--- config.mk ---
export PLATFORM = sky130hd
export DESIGN_NAME = xor_packet_deframer_core
export DESIGN_NICKNAME = d
export VERILOG_FILES = /design/src/hw/rtl/xpd_pkg.sv /design/src/hw/rtl/xor_packet_deframer_core.sv /design/src/hw/rtl/xpd_parser.sv
export SDC_FILE = /design/constraint.sdc
export NUM_CORES = 1
export LEC_CHECK = 0
export ABC_CLOCK_PERIOD_IN_PS = 8550
export BUFFER_PORTS_ARGS = -buffer_cell sky130_fd_sc_hd__buf_4
export CAP_MARGIN = 25
export CORE_ASPECT_RATIO = 1.5
export CORE_MARGIN = 1
export CORE_UTILIZATION = 55
export CTS_BUF_LIST = sky130_fd_sc_hd__clkbuf_2
export DETAILED_ROUTE_END_ITERATION = 8
export PLACE_DENSITY = 0.73
export REMOVE_ABC_BUFFERS = 1
export SLEW_MARGIN = 5
export SYNTH_ARGS = -nofsm -noshare
export SYNTH_HDL_FRONTEND = slang
export SYNTH_SLANG_ARGS = --single-unit
--- constraint.sdc ---
create_clock -name clk -period 8.55 [get_ports clk]
set_clock_uncertainty 0.2 [all_clocks]
set_input_delay 0 -clock clk [delete_from_list [all_inputs] [get_ports clk]]
set_output_delay 0 -clock clk [all_outputs]
set_load 0.02 [all_outputs]
--- src/hw/rtl/xpd_pkg.sv ---
package xpd_pkg;

    // Parser phases; the value is reported as parse_phase
    typedef enum logic [2:0] {
        PH_IDLE  = 3'd0,
        PH_N     = 3'd1,
        PH_E     = 3'd2,
        PH_R     = 3'd3,
        PH_LEN   = 3'd4,
        PH_COLON = 3'd5,
        PH_BODY  = 3'd6
    } xpd_phase_t;

    typedef enum logic {
        OP_BYTE = 1'b0,
        OP_TICK = 1'b1
    } xpd_op_t;

    // Header bytes
    localparam logic [7:0] HDR_U     = 8'h55;
    localparam logic [7:0] HDR_N     = 8'h4E;
    localparam logic [7:0] HDR_E     = 8'h45;
    localparam logic [7:0] HDR_R     = 8'h52;
    localparam logic [7:0] HDR_COLON = 8'h3A;

    localparam logic [2:0] TIMEOUT_TICKS = 3'd5;

    // One word taken from the input side
    typedef struct packed {
        xpd_op_t    op;
        logic [7:0] rx_byte;
    } xpd_item_t;

    // One result word
    typedef struct packed {
        logic       frame_good;
        logic       frame_bad;
        logic [7:0] data_index;
        logic [2:0] parse_phase;
    } xpd_result_t;

    // Byte expected in a fixed-header phase
    function automatic logic [7:0] hdr_expected(input xpd_phase_t ph);
        logic [7:0] b;
        unique case (ph)
            PH_N:     b = HDR_N;
            PH_E:     b = HDR_E;
            PH_R:     b = HDR_R;
            PH_COLON: b = HDR_COLON;
            default:  b = HDR_U;
        endcase
        return b;
    endfunction

endpackage

--- src/hw/rtl/xor_packet_deframer_core.sv ---
// Path: an accepted input word passes through the input register, then the result
// register, before its result word is shown on out_valid.
// Throughput: one word per cycle, sustained while out_ready stays high; the per-word parser update is a single
// combinational step between the input register and the result register.
// Reset: rst_n is asynchronous, active low; it empties both registers and returns the
// parser to idle with checksum, length, positions and timeout cleared.
module xor_packet_deframer_core
    import xpd_pkg::*;
#(
    parameter int RING_SIZE = 256
) (
    input  logic       clk,
    input  logic       rst_n,
    // input channel
    input  logic       in_valid,
    output logic       in_ready,
    input  logic       operation,
    input  logic [7:0] rx_byte,
    // result channel
    output logic       out_valid,
    input  logic       out_ready,
    output logic       frame_good,
    output logic       frame_bad,
    output logic [7:0] data_index,
    output logic [2:0] parse_phase
);

    // Input register: holds one accepted word until the parser takes it
    logic        in_vld_reg;
    xpd_item_t   item_reg;

    // Result register
    logic        out_vld_reg;
    xpd_result_t res_reg;

    xpd_result_t res_next;
    logic        step_en;

    // The parser steps whenever a word sits in the input register and the
    // result register is free or being drained this cycle.
    assign step_en  = in_vld_reg && (!out_vld_reg || out_ready);
    // A new word enters when the input register is empty or moves on now.
    assign in_ready = !in_vld_reg || step_en;

    always_ff @(posedge clk or negedge rst_n)
    begin
        if (!rst_n)
        begin
            in_vld_reg <= 1'b0;
        end
        else if (in_ready)
        begin
            in_vld_reg <= in_valid;
        end
    end

    // payload needs no reset
    always_ff @(posedge clk)
    begin
        if (in_ready && in_valid)
        begin
            item_reg.op      <= xpd_op_t'(operation);
            item_reg.rx_byte <= rx_byte;
        end
    end

    xpd_parser #(
        .RING_SIZE (RING_SIZE)
    ) u_parser (
        .clk     (clk),
        .rst_n   (rst_n),
        .step_en (step_en),
        .item    (item_reg),
        .result  (res_next)
    );

    always_ff @(posedge clk or negedge rst_n)
    begin
        if (!rst_n)
        begin
            out_vld_reg <= 1'b0;
        end
        else if (!out_vld_reg || out_ready)
        begin
            out_vld_reg <= in_vld_reg;
        end
    end

    always_ff @(posedge clk)
    begin
        if (step_en)
        begin
            res_reg <= res_next;
        end
    end

    assign out_valid   = out_vld_reg;
    assign frame_good  = res_reg.frame_good;
    assign frame_bad   = res_reg.frame_bad;
    assign data_index  = res_reg.data_index;
    assign parse_phase = res_reg.parse_phase;

endmodule

--- src/hw/rtl/xpd_parser.sv ---
module xpd_parser
    import xpd_pkg::*;
#(
    parameter int RING_SIZE = 256
) (
    input  logic        clk,
    input  logic        rst_n,
    input  logic        step_en,
    input  xpd_item_t   item,
    output xpd_result_t result
);

    localparam logic [8:0] RING_LIM = 9'(RING_SIZE);

    xpd_phase_t phase_reg, phase_next;
    logic [7:0] csum_reg, csum_next;
    logic [7:0] left_reg, left_next;
    logic [7:0] start_reg, start_next;
    logic [7:0] pos_reg, pos_next;
    logic [2:0] ticks_reg, ticks_next;

    logic [8:0] pos_inc;
    logic [8:0] pos_inc2;
    logic [7:0] left_dec;
    logic       body_end;

    assign pos_inc  = {1'b0, pos_reg} + 9'd1;
    assign pos_inc2 = {1'b0, pos_reg} + 9'd2;
    assign left_dec = left_reg - 8'd1;
    assign body_end = (phase_reg == PH_BODY) && (left_dec == 8'd0);

    // Next state
    always_comb
    begin
        phase_next = phase_reg;
        csum_next  = csum_reg;
        left_next  = left_reg;
        start_next = start_reg;
        pos_next   = pos_reg;
        ticks_next = ticks_reg;
        if (item.op == OP_TICK)
        begin
            if (ticks_reg != 3'd0)
            begin
                ticks_next = ticks_reg - 3'd1;
                if (ticks_reg == 3'd1)
                begin
                    phase_next = PH_IDLE;
                end
            end
        end
        else
        begin
            pos_next = (pos_inc >= RING_LIM) ? 8'd0 : pos_inc[7:0];
            unique case (phase_reg)
                PH_IDLE, PH_N, PH_E, PH_R, PH_COLON:
                begin
                    if (phase_reg != PH_IDLE && item.rx_byte == hdr_expected(phase_reg))
                    begin
                        csum_next  = csum_reg ^ item.rx_byte;
                        phase_next = xpd_phase_t'(phase_reg + 3'd1);
                    end
                    else if (item.rx_byte == HDR_U)
                    begin
                        // idle, or a header mismatch re-checked as a frame start
                        phase_next = PH_N;
                        ticks_next = TIMEOUT_TICKS;
                        csum_next  = item.rx_byte;
                    end
                    else
                    begin
                        phase_next = PH_IDLE;
                    end
                end
                PH_LEN:
                begin
                    csum_next  = csum_reg ^ item.rx_byte;
                    left_next  = item.rx_byte;
                    start_next = (pos_inc2 >= RING_LIM) ? 8'(pos_inc2 - RING_LIM)
                                                        : pos_inc2[7:0];
                    phase_next = PH_COLON;
                end
                PH_BODY:
                begin
                    left_next = left_dec;
                    if (body_end)
                    begin
                        phase_next = PH_IDLE;
                    end
                    else
                    begin
                        csum_next = csum_reg ^ item.rx_byte;
                    end
                end
                default:
                begin
                    phase_next = PH_IDLE;
                end
            endcase
        end
    end

    // Outputs
    always_comb
    begin
        result.frame_good  = (item.op == OP_BYTE) && body_end && (item.rx_byte == csum_reg);
        result.frame_bad   = (item.op == OP_BYTE) && body_end && (item.rx_byte != csum_reg);
        result.data_index  = start_next;
        result.parse_phase = phase_next;
    end

    always_ff @(posedge clk or negedge rst_n)
    begin
        if (!rst_n)
        begin
            phase_reg <= PH_IDLE;
            csum_reg  <= 8'd0;
            left_reg  <= 8'd0;
            start_reg <= 8'd0;
            pos_reg   <= 8'd0;
            ticks_reg <= 3'd0;
        end
        else if (step_en)
        begin
            phase_reg <= phase_next;
            csum_reg  <= csum_next;
            left_reg  <= left_next;
            start_reg <= start_next;
            pos_reg   <= pos_next;
            ticks_reg <= ticks_next;
        end
    end

endmodule

## After elaboration in Yosys (flattened, before gate mapping)

Cells that the tools add are included.

| storage, ports and cells | value |
|---|---|
| word-level logic and storage cells | 87 |
| flip-flop bits (word level) | 62 |

| operators by class | value |
|---|---|
| mux-type cells | 24 |
| eq/ne operators | 15 |
| $add $sub $neg | 6 |
| reduce and logical (&&, ||, !) cells | 24 |
| $lt $le $gt $ge | 2 |
| bitwise logic cells | 2 |

Operators by type and width:

| operator | number |
|---|---|
| $mux 8 | 9 |
| $mux 3 | 10 |
| $pmux 7 s4 | 1 |
| $pmux 8 s3 | 1 |
| $ge 9x9->1 const B | 2 |
| $eq 8x8->1 | 2 |
| $pmux 8 s2 | 1 |
| $sub 8x1->8 const B | 2 |
| $reduce_and 5->1 | 2 |
| $add 8x1->9 const B | 1 |
| $add 8x2->9 const B | 1 |
| $eq 3x3->1 const B | 3 |
| $pmux 3 s3 | 1 |
| $reduce_bool 3->1 | 3 |
| $eq 8x7->1 const B | 1 |
| $logic_not 8->1 | 1 |
| $ne 8x8->1 | 1 |
| $xor 8x8->8 | 1 |
| $logic_and 1x1->1 | 7 |
| $eq 3x1->1 const B | 2 |
| $eq 3x2->1 const B | 2 |
| $reduce_bool 2->1 | 3 |
| $reduce_or 5->1 | 1 |
| $ne 2x2->1 const B | 2 |
| 11 further kinds | 13 |

## Depth between registers and ports, before layout

Gate-level depths: netlist of run 1.

| depth | value |
|---|---|
| depth in word-level cells | 9 |
| gate-level depth with buffers | 10 |

## Cells and area by module

Synthesis of run 1 repeated with hierarchy kept, for this count alone.

| unflattened totals | value |
|---|---|
| cells, all modules | 349 |
| area total of the unflattened synthesis | 3525.9 um^2 |

Modules (own cells, without submodules):

| module | cells an instance | seq. area each (um^2) | area an instance (um^2) | times used |
|---|---|---|---|---|
| xpd_parser | 319 | 950.9 | 2761.4 | 1 |
| xor_packet_deframer_core | 30 | 710.7 | 764.5 | 1 |

## Worst setup path after synthesis of run 1

No wires, ideal clock.

| path | value |
|---|---|
| path type | reg-to-reg |
| from | register u_parser.phase_reg[0] |
| to | register res_reg (netlist bit parse_phase[0]), data pin |
| stages on the path, launching flop included | 11 |
| clock period less this slack | 2.993 ns |
| path buffers | 2 |
| setup time | 0.261 ns |
| setup slack | 5.557 ns |
| required time | 8.089 ns |
| arrival | 2.532 ns |
| path through | dfrtp_1 > buf_2 > inv_1 > ha_1 > nor2b_1 > or4_1 > a2111oi_2 > nand4_1 > buf_2 > mux2i_1 > a221o_1 |

RTL lines:

| what | RTL line | RTL |
|---|---|---|
| from (decl) | xpd_parser.sv:15 | `xpd_phase_t phase_reg, phase_next;` |
| from (signal assigned) | xpd_parser.sv:125 | `phase_reg <= phase_next;` |
| to (signal assigned) | xor_packet_deframer_core.sv:93 | `res_reg <= res_next;` |
| to (decl) | xor_packet_deframer_core.sv:34 | `xpd_result_t res_reg;` |

## Final worst setup path of run 1

| path | value |
|---|---|
| from | register u_parser.phase_reg[0] |
| to | register u_parser.csum_reg[4] |

| between the ends | value |
|---|---|
| word-level cells in the longest chain between the ends | 8 |

RTL lines:

| what | RTL line | RTL |
|---|---|---|
| $eq 3x3->1, or another cell as far along | xpd_pkg.sv:45, xpd_parser.sv:55 |  |
| $pmux 7 s4 | xpd_pkg.sv:45 | `unique case (ph)` |
| $mux 8 | xpd_parser.sv:55 | `unique case (phase_reg)` |
| $mux 8 | xpd_parser.sv:41 | `if (item.op == OP_TICK)` |
| $eq 8x8->1 | xpd_parser.sv:58 | `if (phase_reg != PH_IDLE && item.rx_byte == hdr_expected(phase_reg))` |
| $logic_and 1x1->1 | xpd_parser.sv:58 |  |
| $ne 3x1->1 (no source line) or $mux 8 (tied branches) | n/a |  |
| $reduce_and 5->1 (no source line) or $pmux 8 s3 (tied branches) | n/a |  |
| to (signal assigned) | xpd_parser.sv:126 | `csum_reg <= csum_next;` |
| to (decl) | xpd_parser.sv:16 | `logic [7:0] csum_reg, csum_next;` |

Several ways; a longest one is shown, not always the timed one. The select of a mux whose other input is x is not followed.
A chain may end at the register's enable or synchronous reset.

==> flow_metrics.env, run 1 <==
export IMPL_clk_latency_ns=0.53
export IMPL_synth_top_area_cell="dfrtp_1"
export IMPL_hp_start="out_ready"
export IMPL_instances_no_fill=497
export IMPL_required_ns=8.76
export IMPL_powerDensity_nw_per_um2=189
export IMPL_synthesis_area_um2=3540
export IMPL_pwr_share_seq=0.479
export IMPL_synth_seq_cells=62
export IMPL_placed_area_um2=3770
export IMPL_stdcell_area_um2=4180
export IMPL_n_fill_cell=481
export IMPL_min_path_type="in2reg"
export IMPL_worstPathMaxFanout=11
export IMPL_synthMostInstantiatedCell="nand2_1"
export IMPL_critical_path_arrival_ns=3.76
export IMPL_setup_violations=0
export IMPL_postCtsSetupBuffers=0
export IMPL_cts_sinks=62
export IMPL_cts_tree="built"
export IMPL_r2r_start="u_parser.phase_reg[0]"
export IMPL_rsz0062_at_grt="false"
export IMPL_drv_slew=0
export IMPL_worstReg2RegEnd="u_parser.csum_reg[4]"
export IMPL_synth_seq_area_share=0.470
export IMPL_synthTopCellsByCount="nand2_1, dfrtp_1, nor2_1, edfxtp_1, inv_1"
export IMPL_first_pass_iters=5
export IMPL_wl_mm=8.61
export IMPL_switching_power_uw=274
export IMPL_cts_resized=0
export IMPL_drive_gt1_frac=0.123
export IMPL_end_kind="flop"
export IMPL_grt_pass1_wl_mm=14.2
export IMPL_crit_type="reg2reg"
export IMPL_yosys_cell_types_count=57
export IMPL_cts_buffer_depth=2
export IMPL_worst_pin_slew_ns=0.687
export IMPL_start_util=0.573
export IMPL_via_count=3012
export IMPL_status="finished clean"
export IMPL_via_per_inst=6.06
export IMPL_rr_worst_depth=8
export IMPL_ir_drop_mv=0.102
export IMPL_detail_route_antenna_nets=0
export IMPL_ctsHoldBuffers=25
export IMPL_syn2layout_area_growth_pct=18.1
export IMPL_relSlewSlack=0.542
export IMPL_p_clk_frac=0.277
export IMPL_dieWidth_um=67.5
export IMPL_preCtsSetupSlack_ns=5.11
export IMPL_tns_ns=0
export IMPL_r2r_slack_ns=5.00
export IMPL_async_flop_share=0.645
export IMPL_synth_edff_count=22
export IMPL_root_buffer="clkbuf_2"
export IMPL_rows=35
export IMPL_drv_cap=0
export IMPL_leakagePower_uw=0.00177
export IMPL_dp_cells=456
export IMPL_hold_viol=0
export IMPL_drc=0
export IMPL_worst_slack_ns=5.00
export IMPL_grt_max_degree=41
export IMPL_final_util=0.677
export IMPL_grt_overflow_total=0
export IMPL_start_kind="flop"
export IMPL_fin_crit_sh=0.415
export IMPL_boundaryPins=28
export IMPL_hold_end="out_valid"
export IMPL_die_area_um2=6760
export IMPL_synth_area_per_cell_um2=9.53
export IMPL_port_buffers=27
export IMPL_place_gp_congestion=0.900
export IMPL_die_h_um=100
export IMPL_antenna_found_initial=0
export IMPL_dp_hpwl_mm=5.72
export IMPL_core_area_um2=6170
export IMPL_yosysTopAreaCellShare=0.283
export IMPL_clock_fmax_mhz=282
export IMPL_grt_pass1_vias=2847
export IMPL_antenna_cells=0
export IMPL_final_nets=444
export IMPL_synthCells=371
export IMPL_whs_path_depth=4
export IMPL_synthTopCellsByArea="dfrtp_1, edfxtp_1, nand2_1"
export IMPL_routedWlPerCell_um=17.3
export IMPL_drtIter0Drc=170
export IMPL_switching_share=0.348
export IMPL_p_int_uw=515
export IMPL_synthFlopType="dfrtp_1"
export IMPL_h_tree_depth=3
export IMPL_path_clk_slew_ns=0.19
export IMPL_largest_reg_flops=9
export IMPL_ys_warn_count=0
export IMPL_cts_buffers_inserted=9
export IMPL_fin_crit_ns=3.55
export IMPL_globalRouteTotalUtil=0.287
export IMPL_p_comb_frac=0.244
==> cells by family (layout without fill, tap and decap cells) <==
kind of cell               Yosys count  after routing  share of synthesized area
muxes                                5              5                     0.0156
adders and majority gates           13             13                     0.0460
DFF                                 62             62                      0.470
xor gates and xnor gates            13             13                     0.0322
and+or+nand+nor                    147            147                      0.208
AOI/OAI and AO/OA                   92             92                      0.185
buffers and inverters               39             91                     0.0435
==> metal layers <==
layer  share of wire  up-vias  global-route usage
li1                -     1460                   -
met1            0.41     1447               0.331
met2            0.53       86               0.496
met3           0.038       19              0.0580
met4           0.029        0               0.128
met5               0        -                   0
==> power by group through the flow <==
stage,logic (uW),registers (uW),clock network (uW)
2_1_floorplan,122,378,0
3_3_place_gp,176,382,0
3_5_place_dp,181,383,0
4_1_cts,192,377,221
5_1_grt,213,383,236
6_report,192,378,219
==> worst max-delay path, cell delays in order (launching register included) <==
cell	delay (ns)
dfrtp_1	0.59
inv_1	0.11
ha_1	0.28
nor2b_1	0.16
or4_1	0.43
a2111oi_2	0.40
nand4_1	0.52
and3_1	0.46
o311ai_1	0.28
==> layout by cell type (no fill, tap or decap), types with 3 or more instances in the layout <==
| cell | Yosys | final |
|---|---|---|
| ha_1 | 13 | 13 |
| clkbuf_2 | 0 | 9 |
| o2111ai_1 | 8 | 8 |
| or4_1 | 5 | 5 |
| a21oi_1 | 14 | 14 |
| nor3_1 | 5 | 5 |
| dlygate4sd3_1 | 0 | 24 |
| o311ai_1 | 9 | 9 |
| nor4_1 | 3 | 3 |
| dfrtp_1 | 40 | 40 |
| and2_1 | 9 | 9 |
| xor2_1 | 5 | 5 |
| o31ai_1 | 5 | 5 |
| edfxtp_1 | 22 | 22 |
| nand3b_1 | 3 | 3 |
| nand2b_1 | 6 | 6 |
| buf_4 | 1 | 28 |
| nand3_1 | 10 | 10 |
| o22ai_1 | 8 | 8 |
| nor2_1 | 26 | 26 |
| and4_1 | 3 | 3 |
| or3_1 | 3 | 3 |
| nand2_1 | 55 | 55 |
| and3_1 | 7 | 7 |
| o21ai_0 | 19 | 19 |
| mux2_2 | 4 | 4 |
| inv_1 | 22 | 22 |
| a32oi_1 | 9 | 9 |
| xnor2_1 | 8 | 8 |
==> through the flow <==
step                      total power [uW]  hold WS [ns]
after global placement                 558        -0.173
final                                  789        0.0937
after global routing                   833        0.0764
after floorplan                        500        -0.496
after detailed placement               564        -0.173
after CTS                              791        0.0523
==> layout make-up <==
| cell class | count | area, um2 | share of cell area |
|---|---|---|---|
| flip-flops and latches | 62 | 1660 | 0.398 |
| well taps | 74 | 92.6 | 0.0222 |
| clock inverters | 7 | 96.3 | 0.0231 |
| repair buffers | 53 | 478 | 0.114 |
| inverters | 22 | 82.6 | 0.0198 |
| clock buffers | 9 | 45.0 | 0.0108 |
| multi-input cells | 270 | 1720 | 0.412 |
==> how the worst max path moves through the flow <==
stage | startpoint | to | cells after the start
floorplan | u_parser.phase_reg[0] | parse_phase[0] | 8
global route | u_parser.phase_reg[0] | u_parser.csum_reg[2] | 8
global placement | u_parser.phase_reg[0] | parse_phase[0] | 8
detailed placement | u_parser.phase_reg[0] | u_parser.csum_reg[0] | 8
finish | u_parser.phase_reg[0] | u_parser.csum_reg[4] | 8
CTS | u_parser.phase_reg[0] | u_parser.csum_reg[3] | 8
No activity file was read; power rests on OpenSTA's default activity.
==> inputs of run 2 (changes only) <==
Settings changed: ABC_CLOCK_PERIOD_IN_PS 8550 to 3200, PLACE_DENSITY 0.73 to 0.76.
Clock period 8.55 ns to 3.2 ns, I/O delays scaled along.
==> run 2 against run 1 <==
  * Critical path depth fell by 1
  * Final cell count rose by 0.20%
  * Routed wire length decreased by 4.5%
  * Register-to-register slack lost 4.9 ns
  * Via count up 1.6%
  * Worst setup slack worse by 4.9 ns
  * Combinational power grew to 2.6 times the previous value
  * Clock power grew 130%
  * Worst hold slack worse by 0.079 ns
  * Total power grew to 2.6 times the previous value
  * Final area shrank 0.90%
  * Maximum frequency increased by 16%
  * Largest cell class unchanged
  * Largest power group unchanged
==> flow_metrics.env, run 2 (same netlist as run 1, synthesis figures left out) <==
export IMPL_status="finished clean"
export IMPL_r2r_slack_ns=0.15
export IMPL_cts_sinks=62
export IMPL_mostFrequentLayoutCell="nand2_1"
export IMPL_worstReg2RegEnd="parse_phase[0]"
export IMPL_multi_input_area_um2=1720
export IMPL_dieWidth_um=67.5
export IMPL_antenna_cells=0
export IMPL_crit_chain="ha_1, nor2b_1, or4_1, a2111oi_2, nand4_1, mux2i_1, a221o_1"
export IMPL_worst_slack_ns=0.149
export IMPL_wl_met2_mm=4.27
export IMPL_rr_worst_depth=7
export IMPL_crit_path_end="parse_phase[0]"
export IMPL_routedWlPerCell_um=16.5
export IMPL_grt_pass1_vias=2910
export IMPL_clock_fmax_mhz=328
export IMPL_wl_mm=8.22
export IMPL_setup_violations=0
export IMPL_syn2layout_area_growth_pct=17.0
export IMPL_ir_drop_mv=0.273
export IMPL_first_pass_iters=5
export IMPL_required_ns=3.27
export IMPL_startpoint="u_parser.phase_reg[1]"
export IMPL_core_area_um2=6170
export IMPL_r2r_start="u_parser.phase_reg[1]"
export IMPL_drt_met1_wl_mm=3.25
export IMPL_cts_buffer_depth=2
export IMPL_die_h_um=100
export IMPL_fin_crit_sh=0.954
export IMPL_met3WireLength_um=355
export IMPL_drive_gt1_frac=0.144
export IMPL_cts_tree="built"
export IMPL_start_util=0.573
export IMPL_tns_ns=0
export IMPL_slowest_stage="dfrtp_1"
export IMPL_worstPathMaxFanout=10
export IMPL_via_count=3061
export IMPL_n_fill_cell=491
export IMPL_stdcell_area_um2=4140
export IMPL_globalRouteTotalUtil=0.260
export IMPL_final_util=0.671
export IMPL_drv_slew=0
export IMPL_final_cell_mix="nand2_1, dfrtp_1, buf_4, nor2_1"
export IMPL_largest_reg_flops=9
export IMPL_h_tree_depth=3
export IMPL_start_kind="flop"
export IMPL_critical_path_arrival_ns=3.12
export IMPL_relSlewSlack=0.535
export IMPL_register_area_um2=1660
export IMPL_grt_max_degree=41
export IMPL_top_layer_used="met4"
export IMPL_path_clk_slew_ns=0.18
export IMPL_rsz0062_at_grt="false"
export IMPL_clk_latency_ns=0.50
export IMPL_die_area_um2=6760
export IMPL_leakagePower_uw=0.00177
export IMPL_root_buffer="clkbuf_2"
export IMPL_rows=35
export IMPL_end_kind="flop"
export IMPL_grt_overflow_total=0
export IMPL_detail_route_antenna_nets=0
export IMPL_min_path_type="in2reg"
export IMPL_dp_hpwl_mm=5.51
export IMPL_placed_area_um2=3820
export IMPL_fin_crit_ns=3.05
export IMPL_antenna_found_initial=0
export IMPL_final_nets=445
export IMPL_fin_hold_ws_ns=0.0145
export IMPL_grt_pass1_wl_mm=13.0
export IMPL_port_buffers=27
export IMPL_crit_type="reg2reg"
export IMPL_worst_pin_slew_ns=0.695
export IMPL_hold_viol=0
export IMPL_slowest_delay_ns=0.52
export IMPL_drv_cap=0
export IMPL_via_per_inst=6.15
export IMPL_boundaryPins=28
export IMPL_drc=0
export IMPL_powerDensity_nw_per_um2=486
export IMPL_preCtsSetupSlack_ns=0.175
export IMPL_drtIter0Drc=184
export IMPL_cts_buffers_inserted=9
export IMPL_place_gp_congestion=0.933
-- run 2: cell types whose count changed in the layout (fill, tap and decap cells not counted), sizes merged --
| cell | delta |
|---|---|
| clkinv | +1 |
| buf | +7 |
| dlygate4sd3 | -6 |
| bufinv | -1 |
-- run 2: worst min path at each step --
| stage | start | endpoint | depth (start not counted) |
|---|---|---|---|
| after floorplan | rst_n | in_vld_reg | 0 |
| after global placement | rst_n | u_parser.phase_reg[2] | 1 |
| after detailed placement | rst_n | u_parser.phase_reg[2] | 1 |
| after CTS | rx_byte[7] | item_reg[7] | 2 |
| after global routing | rx_byte[3] | item_reg[3] | 2 |
| final | rx_byte[3] | item_reg[3] | 2 |
-- run 2: report_power, final --
| part | internal, uW | leakage, uW | switching (uW) |
|---|---|---|---|
| Clock | 183 | 0.0000687 | 319 |
| Sequential | 904 | 0.000692 | 101 |
| Combinational | 212 | 0.00101 | 294 |
-- run 2: per-stage QoR --
step / cells / total power (uW)
floorplan: 354 / 1340
global placement: 463 / 1490
detailed placement: 463 / 1500
CTS: 498 / 2010
global route: 498 / 2120
finish: 498 / 2010
-- run 2: timing repair --
action / in CTS / in global routing
hold buffers: 19 / 0
endpoints found under the setup margin: 0 / 3
gates resized for setup: 0 / 1
hold endpoints to repair: 60 / 0
buffers inserted: 0 / 0
-- run 2: final cells by class --
type / count / area share
clock inverters: 7 / 0.0175
clock buffers: 9 / 0.0109
repair buffers: 54 / 0.112
flip-flops and latches: 62 / 0.401
multi-input cells: 270 / 0.416
well taps: 74 / 0.0224
inverters: 22 / 0.0199
-- run 2: worst max-delay path, delay by kind of cell, from the launching register on --
kind	cells	cell delay, ns
adders and majority gates	1	0.31
muxes	1	0.21
and+or+nand+nor	3	0.86
AOI/OAI and AO/OA	2	0.72
DFF	1	0.52
-- run 2: per-layer routing --
metal,global-route usage,vias to the layer above
li1,-,1463
met3,0.0443,31
met1,0.291,1466
met4,0.157,0
met5,0,-
met2,0.445,101
==> inputs of run 3 (changes only) <==
Settings changed: CORE_MARGIN 1 to 2, MAX_ROUTING_LAYER set to met4.
==> run 3 against run 2 <==
  * Sequential cell count unchanged
  * Total power up 1.0%
  * Critical path depth up 1
  * Clock power up 0.8%
  * Non-clock buffer count up 7
  * Register-to-register slack about the same
  * Maximum frequency down 0.25%
  * Final cell count up 1.4%
  * Sequential share of layout area down 0.70 points
  * Worst hold slack better by 0.097 ns
  * Sequential power about the same
  * Via count down 0.29%
  * Critical endpoint unchanged
  * Largest cell class unchanged
  * Largest power group unchanged
  * Highest routed layer unchanged
==> flow_metrics.env, run 3 (same netlist as run 1, synthesis figures left out) <==
export IMPL_grt_overflow_total=0
export IMPL_rows=35
export IMPL_root_buffer="clkbuf_2"
export IMPL_fin_crit_ns=3.06
export IMPL_wl_mm=8.69
export IMPL_drc=0
export IMPL_via_count=3052
export IMPL_clk_latency_ns=0.53
export IMPL_mostFrequentLayoutCell="nand2_1"
export IMPL_grt_pass1_vias=3066
export IMPL_worst_pin_slew_ns=0.691
export IMPL_relSlewSlack=0.538
export IMPL_boundaryPins=28
export IMPL_drv_slew=0
export IMPL_cts_buffers_inserted=9
export IMPL_crit_buf_inv=1
export IMPL_final_cell_mix="nand2_1, dfrtp_1, buf_4, nor2_1, dlygate4sd3_1"
export IMPL_r2r_start="u_parser.phase_reg[0]"
export IMPL_n_fill_cell=486
export IMPL_drt_met1_wl_mm=3.41
export IMPL_globalRouteTotalUtil=0.266
export IMPL_leakagePower_uw=0.00180
export IMPL_tns_ns=0
export IMPL_status="finished clean"
export IMPL_largest_reg_flops=9
export IMPL_routedWlPerCell_um=17.2
export IMPL_wl_met2_mm=4.60
export IMPL_crit_type="reg2reg"
export IMPL_drive_gt1_frac=0.146
export IMPL_syn2layout_area_growth_pct=19.2
export IMPL_port_buffers=27
export IMPL_setup_violations=0
export IMPL_drv_cap=0
export IMPL_dp_hpwl_mm=5.71
export IMPL_critical_path_top_delay_family="simple AND/OR/NAND/NOR gates"
export IMPL_h_tree_depth=3
export IMPL_cts_tree="built"
export IMPL_met3WireLength_um=339
export IMPL_hp_start="out_ready"
export IMPL_grt_max_degree=41
export IMPL_slowest_delay_ns=0.48
export IMPL_via_per_inst=6.04
export IMPL_drtIter0Drc=217
export IMPL_die_area_um2=7100
export IMPL_min_path_type="in2reg"
export IMPL_hold_viol=0
export IMPL_startpoint="u_parser.phase_reg[0]"
export IMPL_fin_hold_ws_ns=0.111
export IMPL_die_h_um=102
export IMPL_powerDensity_nw_per_um2=482
export IMPL_critical_path_arrival_ns=3.16
export IMPL_detail_route_antenna_nets=0
export IMPL_clock_fmax_mhz=327
export IMPL_finalPower_uw=2030
export IMPL_path_clk_slew_ns=0.19
export IMPL_place_gp_congestion=0.884
export IMPL_instances_no_fill=505
export IMPL_core_area_um2=6170
export IMPL_antenna_found_initial=0
export IMPL_required_ns=3.30
export IMPL_first_pass_iters=4
export IMPL_start_util=0.573
export IMPL_cts_buffer_depth=2
export IMPL_ir_drop_mv=0.317
export IMPL_grt_pass1_wl_mm=14.1
export IMPL_start_kind="flop"
export IMPL_final_nets=452
export IMPL_antenna_cells=0
export IMPL_cts_sinks=62
export IMPL_worstPathMaxFanout=6
export IMPL_dp_cells=464
export IMPL_top_layer_used="met4"
export IMPL_rsz0062_at_grt="false"
export IMPL_crit_chain="inv_1, ha_1, nor2b_1, or4_1, a2111oi_2, nand4_1, mux2i_1, a221o_1"
export IMPL_slowest_stage="dfrtp_1"
export IMPL_fin_crit_sh=0.956
export IMPL_dieWidth_um=69.5
export IMPL_end_kind="flop"
run 3: cell types whose count changed in the layout (fill, tap and decap cells not counted):
| cell | delta |
|---|---|
| dlygate4sd3_1 | +6 |
| buf_12 | -1 |
| buf_16 | +1 |
| buf_4 | +1 |
| dfrtp_1 | -1 |
| dfrtp_2 | +1 |
run 3: area by class of cell:
| class | instances | area, um2 | share of cell area |
|---|---|---|---|
| multi-input cells | 270 | 1720 | 0.409 |
| flip-flops and latches | 62 | 1660 | 0.394 |
| repair buffers | 61 | 538 | 0.128 |
| well taps | 74 | 92.6 | 0.0220 |
| inverters | 22 | 82.6 | 0.0196 |
| clock inverters | 7 | 72.6 | 0.0172 |
| clock buffers | 9 | 45.0 | 0.0107 |
run 3: worst paths after layout:
| path | end | slack (ns) | depth (start not counted) |
|---|---|---|---|
| setup / recovery | parse_phase[0] | 0.14 | 8 |
| hold / removal | out_valid | 0.11 | 4 |
| setup reg to reg | parse_phase[0] | 0.14 | 8 |
| hold reg to reg | u_parser.start_reg[2] | 0.31 | 2 |
| max in group asynchronous | u_parser.csum_reg[0] | 2.28 | 4 |
| min in group asynchronous | u_parser.start_reg[1] | 0.30 | 4 |
run 3: stage by stage:
| stage | worst slack [ns] | util | instance area (um2) |
|---|---|---|---|
| 3_3_place_gp | 0.236 | 0.620 | 3830 |
| 2_1_floorplan | 0.101 | - | 3470 |
| 5_1_grt | 0.0399 | 0.683 | 4220 |
| 6_report | 0.141 | 0.683 | 4220 |
| 3_5_place_dp | 0.153 | 0.620 | 3830 |
| 4_1_cts | 0.0835 | 0.682 | 4210 |
run 3: repair_timing:
| item | 4_1_cts | 5_1_grt |
|---|---|---|
| endpoints found under the hold margin | 60 | 0 |
| endpoints found under the setup margin | 0 | 3 |
| gates resized for setup | 0 | 2 |
| buffers inserted | 0 | 0 |
| hold buffers | 25 | 0 |
run 3: routing by layer:
| layer | track usage | vias up |
|---|---|---|
| li1 | - | 1476 |
| met1 | 0.270 | 1448 |
| met2 | 0.477 | 98 |
| met3 | 0.0542 | 30 |
| met4 | 0.149 | 0 |
| met5 | - | - |
run 3: worst reg2reg max path, cell delays in order, from the launching register on:
cell,delay [ns]
dfrtp_1,0.48
inv_1,0.09
ha_1,0.26
nor2b_1,0.17
or4_1,0.44
a2111oi_2,0.41
nand4_1,0.28
mux2i_1,0.20
a221o_1,0.33
run 3: power by group:
part           leakage, uW  total (uW)  switching, uW  internal (uW)
Clock            0.0000687         506            323            182
Sequential        0.000691        1010            102            905
Combinational      0.00104         521            301            220
